--- config.mk ---
export PLATFORM = sky130hd
export DESIGN_NAME = datetime_field_parser
export DESIGN_NICKNAME = d
export VERILOG_FILES = /design/src/rtl/dtfp_pkg.sv /design/src/rtl/dtfp_in_stage.sv /design/src/rtl/dtfp_parse_core.sv /design/src/rtl/dtfp_out_stage.sv /design/src/rtl/datetime_field_parser.sv
export SDC_FILE = /design/constraint.sdc
export NUM_CORES = 1
export LEC_CHECK = 0
export ABC_AREA = 1
export ABC_CLOCK_PERIOD_IN_PS = 6900
export BUFFER_PORTS_ARGS = -buffer_cell sky130_fd_sc_hd__buf_2
export CAP_MARGIN = 20
export CORE_MARGIN = 2
export CORE_UTILIZATION = 60
export CTS_BUF_LIST = sky130_fd_sc_hd__clkbuf_16
export CTS_CLUSTER_DIAMETER = 200
export DETAILED_ROUTE_END_ITERATION = 16
export PLACE_DENSITY = 0.84
export SYNTH_ARGS = -nofsm -noshare
export SYNTH_HDL_FRONTEND = slang
export SYNTH_SLANG_ARGS = --single-unit
--- constraint.sdc ---
create_clock -name clk -period 6.9 [get_ports clk]
set_input_delay 0.345 -clock clk [delete_from_list [all_inputs] [get_ports clk]]
set_output_delay 0.345 -clock clk [all_outputs]
set_load 0.02 [all_outputs]
--- src/rtl/dtfp_pkg.sv ---
// Shared types, constants and a digit test for the date-time field parser.
package dtfp_pkg;

  localparam int unsigned NUM_STORED = 5;
  localparam int unsigned NUM_FIELDS = 6;
  localparam int unsigned IDX_W      = 3;

  localparam logic [IDX_W-1:0] IDX_LAST     = 3'd5;
  localparam logic [IDX_W-1:0] IDX_OVERFLOW = 3'd6;

  localparam logic [7:0] CHAR_NUL  = 8'h00;
  localparam logic [7:0] CHAR_ZERO = 8'h30;
  localparam logic [7:0] CHAR_NINE = 8'h39;

  // result handoff from the parse core to the output stage
  typedef struct packed {
    logic emit;
    logic ok;
  } dtfp_ctl_t;

  function automatic logic is_digit(input logic [7:0] c);
    is_digit = c inside {[CHAR_ZERO:CHAR_NINE]};
  endfunction

endpackage

--- src/rtl/dtfp_in_stage.sv ---
// Input register stage: holds one byte beat until the parse core takes it.
module dtfp_in_stage (
  input  logic       clk,
  input  logic       rst_n,
  input  logic       in_valid,
  output logic       in_ready,
  input  logic [7:0] in_char_byte,
  input  logic       move_i,
  output logic       vld_o,
  output logic [7:0] byte_o
);

  logic       vld_r, vld_nxt;
  logic [7:0] byte_r;

  assign in_ready = !vld_r || move_i;
  assign vld_nxt  = in_ready ? in_valid : vld_r;

  always_ff @(posedge clk) begin
    if (!rst_n) begin
      vld_r <= 1'b0;
    end else begin
      vld_r <= vld_nxt;
    end
  end

  always_ff @(posedge clk) begin
    if (in_valid && in_ready) begin
      byte_r <= in_char_byte;
    end
  end

  assign vld_o  = vld_r;
  assign byte_o = byte_r;

endmodule

--- src/rtl/dtfp_parse_core.sv ---
// Parse state and per-byte update: digit accumulate, separator runs, error tracking.
module dtfp_parse_core #(
  parameter int unsigned FIELD_WIDTH = 16
) (
  input  logic                  clk,
  input  logic                  rst_n,
  input  logic                  fire_i,
  input  logic [7:0]            byte_i,
  output dtfp_pkg::dtfp_ctl_t   ctl_o,
  output logic [FIELD_WIDTH-1:0] fields_o [dtfp_pkg::NUM_FIELDS]
);

  localparam int unsigned PW = FIELD_WIDTH + 4;

  logic [dtfp_pkg::IDX_W-1:0] idx_r, idx_nxt;
  logic [FIELD_WIDTH-1:0]     acc_r, acc_nxt;
  logic                       first_r, first_nxt;
  logic                       skip_r, skip_nxt;
  logic                       err_r, err_nxt;
  logic [FIELD_WIDTH-1:0]     stored_r [dtfp_pkg::NUM_STORED];
  logic                       store_en;

  logic                       term, digit, ok;
  logic [PW-1:0]              prod, acc_ext, sat_max;

  assign term  = (byte_i == dtfp_pkg::CHAR_NUL);
  assign digit = dtfp_pkg::is_digit(byte_i);
  assign ok    = !err_r && !first_r && (idx_r == dtfp_pkg::IDX_LAST);

  // acc*10 + digit, four bits wider than the field so saturation can be seen
  assign acc_ext = {4'b0, acc_r};
  assign prod    = (acc_ext << 3) + (acc_ext << 1) + {{FIELD_WIDTH{1'b0}}, byte_i[3:0]};
  assign sat_max = {4'b0, {FIELD_WIDTH{1'b1}}};

  always_comb begin
    idx_nxt   = idx_r;
    acc_nxt   = acc_r;
    first_nxt = first_r;
    skip_nxt  = skip_r;
    err_nxt   = err_r;
    store_en  = 1'b0;
    if (fire_i) begin
      if (term) begin
        // clear for the next string
        idx_nxt   = '0;
        acc_nxt   = '0;
        first_nxt = 1'b1;
        skip_nxt  = 1'b0;
        err_nxt   = 1'b0;
      end else begin
        first_nxt = 1'b0;
        if (first_r && !digit) begin
          err_nxt = 1'b1;
        end else if (!err_r) begin
          if (digit) begin
            acc_nxt  = (prod > sat_max) ? {FIELD_WIDTH{1'b1}} : prod[FIELD_WIDTH-1:0];
            skip_nxt = 1'b0;
          end else if (!skip_r) begin
            if (idx_r < dtfp_pkg::IDX_LAST) begin
              store_en = 1'b1;
              idx_nxt  = idx_r + 3'd1;
            end else begin
              idx_nxt = dtfp_pkg::IDX_OVERFLOW;
              err_nxt = 1'b1;
            end
            acc_nxt  = '0;
            skip_nxt = 1'b1;
          end
        end
      end
    end
  end

  always_ff @(posedge clk) begin
    if (!rst_n) begin
      idx_r   <= '0;
      acc_r   <= '0;
      first_r <= 1'b1;
      skip_r  <= 1'b0;
      err_r   <= 1'b0;
    end else begin
      idx_r   <= idx_nxt;
      acc_r   <= acc_nxt;
      first_r <= first_nxt;
      skip_r  <= skip_nxt;
      err_r   <= err_nxt;
    end
  end

  // stored fields are only read once all five have been written this string
  always_ff @(posedge clk) begin
    for (int k = 0; k < dtfp_pkg::NUM_STORED; k++) begin
      if (store_en && (idx_r == k[dtfp_pkg::IDX_W-1:0])) begin
        stored_r[k] <= acc_r;
      end
    end
  end

  always_comb begin
    for (int k = 0; k < dtfp_pkg::NUM_STORED; k++) begin
      fields_o[k] = ok ? stored_r[k] : '0;
    end
    fields_o[dtfp_pkg::NUM_FIELDS-1] = ok ? acc_r : '0;
  end

  assign ctl_o.emit = fire_i && term;
  assign ctl_o.ok   = ok;

  a_idx_range: assert property (@(posedge clk) disable iff (!rst_n)
    idx_r <= dtfp_pkg::IDX_OVERFLOW)
    else $error("field index out of range");

  a_overflow_err: assert property (@(posedge clk) disable iff (!rst_n)
    (idx_r == dtfp_pkg::IDX_OVERFLOW) |-> err_r)
    else $error("too many fields without error flag");

  a_first_clear: assert property (@(posedge clk) disable iff (!rst_n)
    (fire_i && !term) |=> !first_r)
    else $error("first-byte flag not cleared");

  a_term_reset: assert property (@(posedge clk) disable iff (!rst_n)
    (fire_i && term) |=> (first_r && !err_r && idx_r == '0 && acc_r == '0))
    else $error("state not cleared after terminator");

endmodule

--- src/rtl/dtfp_out_stage.sv ---
// Result register: holds one result beat until the consumer takes it.
module dtfp_out_stage #(
  parameter int unsigned FIELD_WIDTH = 16
) (
  input  logic                   clk,
  input  logic                   rst_n,
  input  dtfp_pkg::dtfp_ctl_t    ctl_i,
  input  logic [FIELD_WIDTH-1:0] fields_i [dtfp_pkg::NUM_FIELDS],
  output logic                   free_o,
  output logic                   out_valid,
  input  logic                   out_ready,
  output logic [FIELD_WIDTH-1:0] fields_o [dtfp_pkg::NUM_FIELDS],
  output logic                   ok_o
);

  logic                   vld_r, vld_nxt;
  logic [FIELD_WIDTH-1:0] fields_r [dtfp_pkg::NUM_FIELDS];
  logic                   ok_r;

  assign free_o  = !vld_r || out_ready;
  assign vld_nxt = ctl_i.emit ? 1'b1 : (out_ready ? 1'b0 : vld_r);

  always_ff @(posedge clk) begin
    if (!rst_n) begin
      vld_r <= 1'b0;
    end else begin
      vld_r <= vld_nxt;
    end
  end

  always_ff @(posedge clk) begin
    if (ctl_i.emit) begin
      fields_r <= fields_i;
      ok_r     <= ctl_i.ok;
    end
  end

  assign out_valid = vld_r;
  assign fields_o  = fields_r;
  assign ok_o      = ok_r;

  a_no_overwrite: assert property (@(posedge clk) disable iff (!rst_n)
    ctl_i.emit |-> free_o)
    else $error("result loaded while previous one still waits");

  a_rise_from_emit: assert property (@(posedge clk) disable iff (!rst_n)
    $rose(vld_r) |-> $past(ctl_i.emit))
    else $error("result valid without a terminator");

endmodule

--- src/rtl/datetime_field_parser.sv ---
// Top level of the date-time field parser: input stage, parse core, result register.
//
// Feed a date-time text one byte per beat on in_char_byte; a zero byte ends the
// string. Runs of decimal digits become the six fields year, month, day, hour,
// minute and second in that order, and any run of non-digit bytes separates
// them. On the terminating byte one result beat comes out with the six values
// and parse_ok; parse_ok is 1 only when the string starts with a digit and
// holds exactly six fields (a separator right before the terminator after the
// fifth field is accepted and gives second = 0). All values are 0 when
// parse_ok is 0, and a field larger than 2^FIELD_WIDTH-1 saturates there.
// Other bytes produce no result. The block takes one byte every cycle unless a
// terminator is waiting: each byte needs only one multiply-by-ten add and compare
// in the parse core. A terminating byte passes from the input register through
// the combinational result path of the parse core into the result register; it
// waits in the input register only while the result register still holds an
// untaken result, and non-terminating bytes keep flowing past a waiting result.
// No clearing pass is needed after reset.
module datetime_field_parser #(
  parameter int unsigned FIELD_WIDTH = 16
) (
  input  logic                   clk,
  input  logic                   rst_n,
  input  logic                   in_valid,
  output logic                   in_ready,
  input  logic [7:0]             in_char_byte,
  output logic                   out_valid,
  input  logic                   out_ready,
  output logic [FIELD_WIDTH-1:0] out_year,
  output logic [FIELD_WIDTH-1:0] out_month,
  output logic [FIELD_WIDTH-1:0] out_day,
  output logic [FIELD_WIDTH-1:0] out_hour,
  output logic [FIELD_WIDTH-1:0] out_minute,
  output logic [FIELD_WIDTH-1:0] out_second,
  output logic                   out_parse_ok
);

  logic                   s1_vld, s1_move, out_free;
  logic [7:0]             s1_byte;
  dtfp_pkg::dtfp_ctl_t    ctl;
  logic [FIELD_WIDTH-1:0] core_fields [dtfp_pkg::NUM_FIELDS];
  logic [FIELD_WIDTH-1:0] res_fields  [dtfp_pkg::NUM_FIELDS];

  // advance a byte unless it is a terminator and the result register is busy
  assign s1_move = s1_vld && ((s1_byte != dtfp_pkg::CHAR_NUL) || out_free);

  dtfp_in_stage u_in (
    .clk          (clk),
    .rst_n        (rst_n),
    .in_valid     (in_valid),
    .in_ready     (in_ready),
    .in_char_byte (in_char_byte),
    .move_i       (s1_move),
    .vld_o        (s1_vld),
    .byte_o       (s1_byte)
  );

  dtfp_parse_core #(.FIELD_WIDTH(FIELD_WIDTH)) u_core (
    .clk      (clk),
    .rst_n    (rst_n),
    .fire_i   (s1_move),
    .byte_i   (s1_byte),
    .ctl_o    (ctl),
    .fields_o (core_fields)
  );

  dtfp_out_stage #(.FIELD_WIDTH(FIELD_WIDTH)) u_out (
    .clk       (clk),
    .rst_n     (rst_n),
    .ctl_i     (ctl),
    .fields_i  (core_fields),
    .free_o    (out_free),
    .out_valid (out_valid),
    .out_ready (out_ready),
    .fields_o  (res_fields),
    .ok_o      (out_parse_ok)
  );

  assign out_year   = res_fields[0];
  assign out_month  = res_fields[1];
  assign out_day    = res_fields[2];
  assign out_hour   = res_fields[3];
  assign out_minute = res_fields[4];
  assign out_second = res_fields[5];

endmodule

==> metrics.txt <==
Routed WL per cell=15.9 um; crit path cell chain=fa_1 > fa_1 > nand2_1 > nand2_1 > nand3b_1 > nand2_1 > nand2_1 > nand2_1 > nand2_1 > nand2_1 > nor2_4 > nand3_1 > nand2_1 > a21oi_1; total setup buffers inserted after CTS=0; final wirelength=17.4 mm; Die X=125 um; vias per cell=5.22; sequential share of the synthesized area=68.4%; Setup CP Type=reg2reg; asr flop ratio synth=0%; leak pwr=4.55 nW; WP data arrival=3.36 ns; Post-synth EDFFs=185; Max-slew headroom=35.5%; GRT Util Overall=22.2%; status=finished, final reports clean; # hold bufs at CTS=0; worst skew pair latency=0.49 ns; share of layout cells above drive strength 1=19.3%; RSZ-0062 raised after global routing=false; Switching Fraction=19.2%; Area Overhead vs Synth=15.3%; Fill cells=916; combinational fraction of design power=1.3%; IR drop worst, VDD=212 uV; Max Buffers Root-to-Sink=3; core box area=14400 sq um; switching power=0.000455 W; antenna violations before repair=0; GP Congestion=0.875; GRT overflow=0; Max Fclk=0.328 GHz; chip height=125 um; Startpoint Class=flip-flop; Flop pwr share=57.6%; initial DRC count=542; final setup violation count=0; Register Area=6040 sq um; Row Count=44; starting density of the core=61.1%; CTS sink cnt=209; PostCTS Resize Cnt=0; most used cell, CP=nand2_1; port bufs=110; CP max stage cell=dfxtp_1; Largest stage delay, worst path=0.53 ns; CTS clk-pin slew, worst paths=0.06 ns; Tcrit/Tclk final=44.1%; CP endpoint kind=flip-flop; TritonCTS Buffers=20; most common cell after layout, fill and taps aside=edfxtp_1; Cells after Synth=771; Worst Hold Class=in2reg; Pwr Density=234 nW/um^2; Root Buffer=clkbuf_16; # IOs=111; First-pass DRT Iterations=5; minimum clock period=3.05 ns; Clk pwr share=41.1%; Via Count=5700; Worst Setup EP=u_core.acc_r[4]; Layout Nets=944; Synthesized Nets=821; # H-tree levels=1; #FFs+latches synth=209; residual DRC count=0; Tightest Pin Transition=0.967 ns; Critical Path RT=7.22 ns; CP max FO=16; Mean Syn Cell Area=11.4 sq um; die area=15700 sq um; DP HPWL=11.3 mm; R2R Path Start=u_core.acc_r[0]; Post-Route Setup TNS=0 ns; crit path from=u_core.acc_r[0]; largest net degree at the start of global routing=97; max-slew violations=0; Ys Warns=0; max cap viols=0; clock skew=0.0107 ns; via count of the first global-routing pass=5606; Placed Cells=1056; first-pass GRT wire length=27.8 mm; Top FF cell, synth=edfxtp_1; Internal=0.00192 W; R2R Path End=u_core.acc_r[4]; post-synth cell types=31; Non-Filler Instances=1091; commonest cells after routing, fill and taps aside=185 x edfxtp_1, 156 x inv_1, 126 x nand2_1; Final Hold Vio Count=0; antenna cells=0; Mapped Area=8820 sq um; hold path startpoint=in_char_byte[6]; post-route ant nets=0; R2R cell count=14; CTS tree=yes; r2r setup slk=3.85 ns; area of the multi-input gates=2140 sq um
==> logic make-up after synthesis <==
logic type / Yosys count / synth area share [%]
compound gates: 47 / 3.42
xor+xnor: 9 / 0.894
fa+ha+maj: 38 / 5.56
buf+inv: 171 / 7.49
flops: 209 / 68.4
simple gates: 297 / 14.2
==> synth_stat cells, types with 3 or more instances <==
library cell	number	share of area (%)
a21oi_1	23	1.3
a21oi_2	12	1.2
buf_4	3	0.26
clkbuf_1	12	0.51
dfxtp_1	24	5.4
edfxtp_1	185	63
ha_1	36	5.1
inv_1	148	6.3
inv_2	7	0.30
nand2_1	126	5.4
nand3_1	24	1.4
nand3_2	3	0.34
nor2_1	120	5.1
nor2_4	3	0.38
nor3_1	10	0.57
o21ai_0	8	0.45
xnor2_1	7	0.70
==> power by group through the flow <==
stage	registers (W)	logic, W	clock network (W)
3_3_place_gp	0.00140	0.0000291	0
3_5_place_dp	0.00140	0.0000302	0
6_report	0.00137	0.0000305	0.000976
5_1_grt	0.00137	0.0000344	0.00103
4_1_cts	0.00137	0.0000306	0.000987
2_1_floorplan	0.00140	0.0000215	0
==> flip-flops by register name, summed over array words and instances (netlist names) <==
name	cells
u_core.idx_r	3
u_core.first_r	1
u_core.err_r	1
u_in.vld_o	1
u_out.fields_o	96
u_out.ok_o	1
u_in.byte_o	8
u_core.skip_r	1
u_out.out_valid	1
u_core.acc_r	16
u_core.stored_r	80
==> cell type report <==
| class | instances | area share, % |
|---|---|---|
| clock buffer | 21 | 5.17 |
| clock inverter | 14 | 0.541 |
| inverter | 155 | 5.74 |
| multi-input combinational | 391 | 21.0 |
| sequential | 209 | 59.3 |
| tap | 184 | 2.26 |
| timing repair buffer | 117 | 5.93 |
==> critical path, delay by kind of cell, from the launching register on <==
family | cells | cell delay (ns)
simple gates | 11 | 1.26
compound gates | 1 | 0.08
fa+ha+maj | 2 | 1.01
flops | 1 | 0.53
==> per-stage QoR <==
step | hold slack, ns | cell area, sq um | power [W] | util [%] | setup slack, ns
final | 0.0301 | 10200 | 0.00238 | 70.5 | 3.85
after global routing | 0.0131 | 10200 | 0.00244 | 70.5 | 3.65
after CTS | 0.0131 | 10200 | 0.00239 | 70.5 | 3.89
after detailed placement | 0.511 | 9590 | 0.00143 | 66.5 | 3.93
after global placement | 0.490 | 9590 | 0.00142 | 66.5 | 4.06
after floorplan | 0.444 | 8820 | 0.00142 | - | 3.63
==> worst min path at each step <==
stage | depth (start not counted) | slack (ns) | to
3_3_place_gp | 2 | 0.49 | u_core.skip_r
2_1_floorplan | 1 | 0.44 | u_core.first_r
6_report | 1 | 0.03 | u_in.byte_o[6]
4_1_cts | 1 | 0.01 | u_in.byte_o[7]
5_1_grt | 1 | 0.01 | u_in.byte_o[6]
3_5_place_dp | 2 | 0.51 | u_core.first_r
==> routing by layer <==
layer / track usage [%] / vias up / wire, um
li1: - / 2736 / -
met1: 29.0 / 2684 / 6810
met2: 37.9 / 240 / 8820
met3: 3.94 / 40 / 1320
met4: 7.78 / 0 / 427
met5: 0 / - / 0
Power figures use the tool's default switching activity.
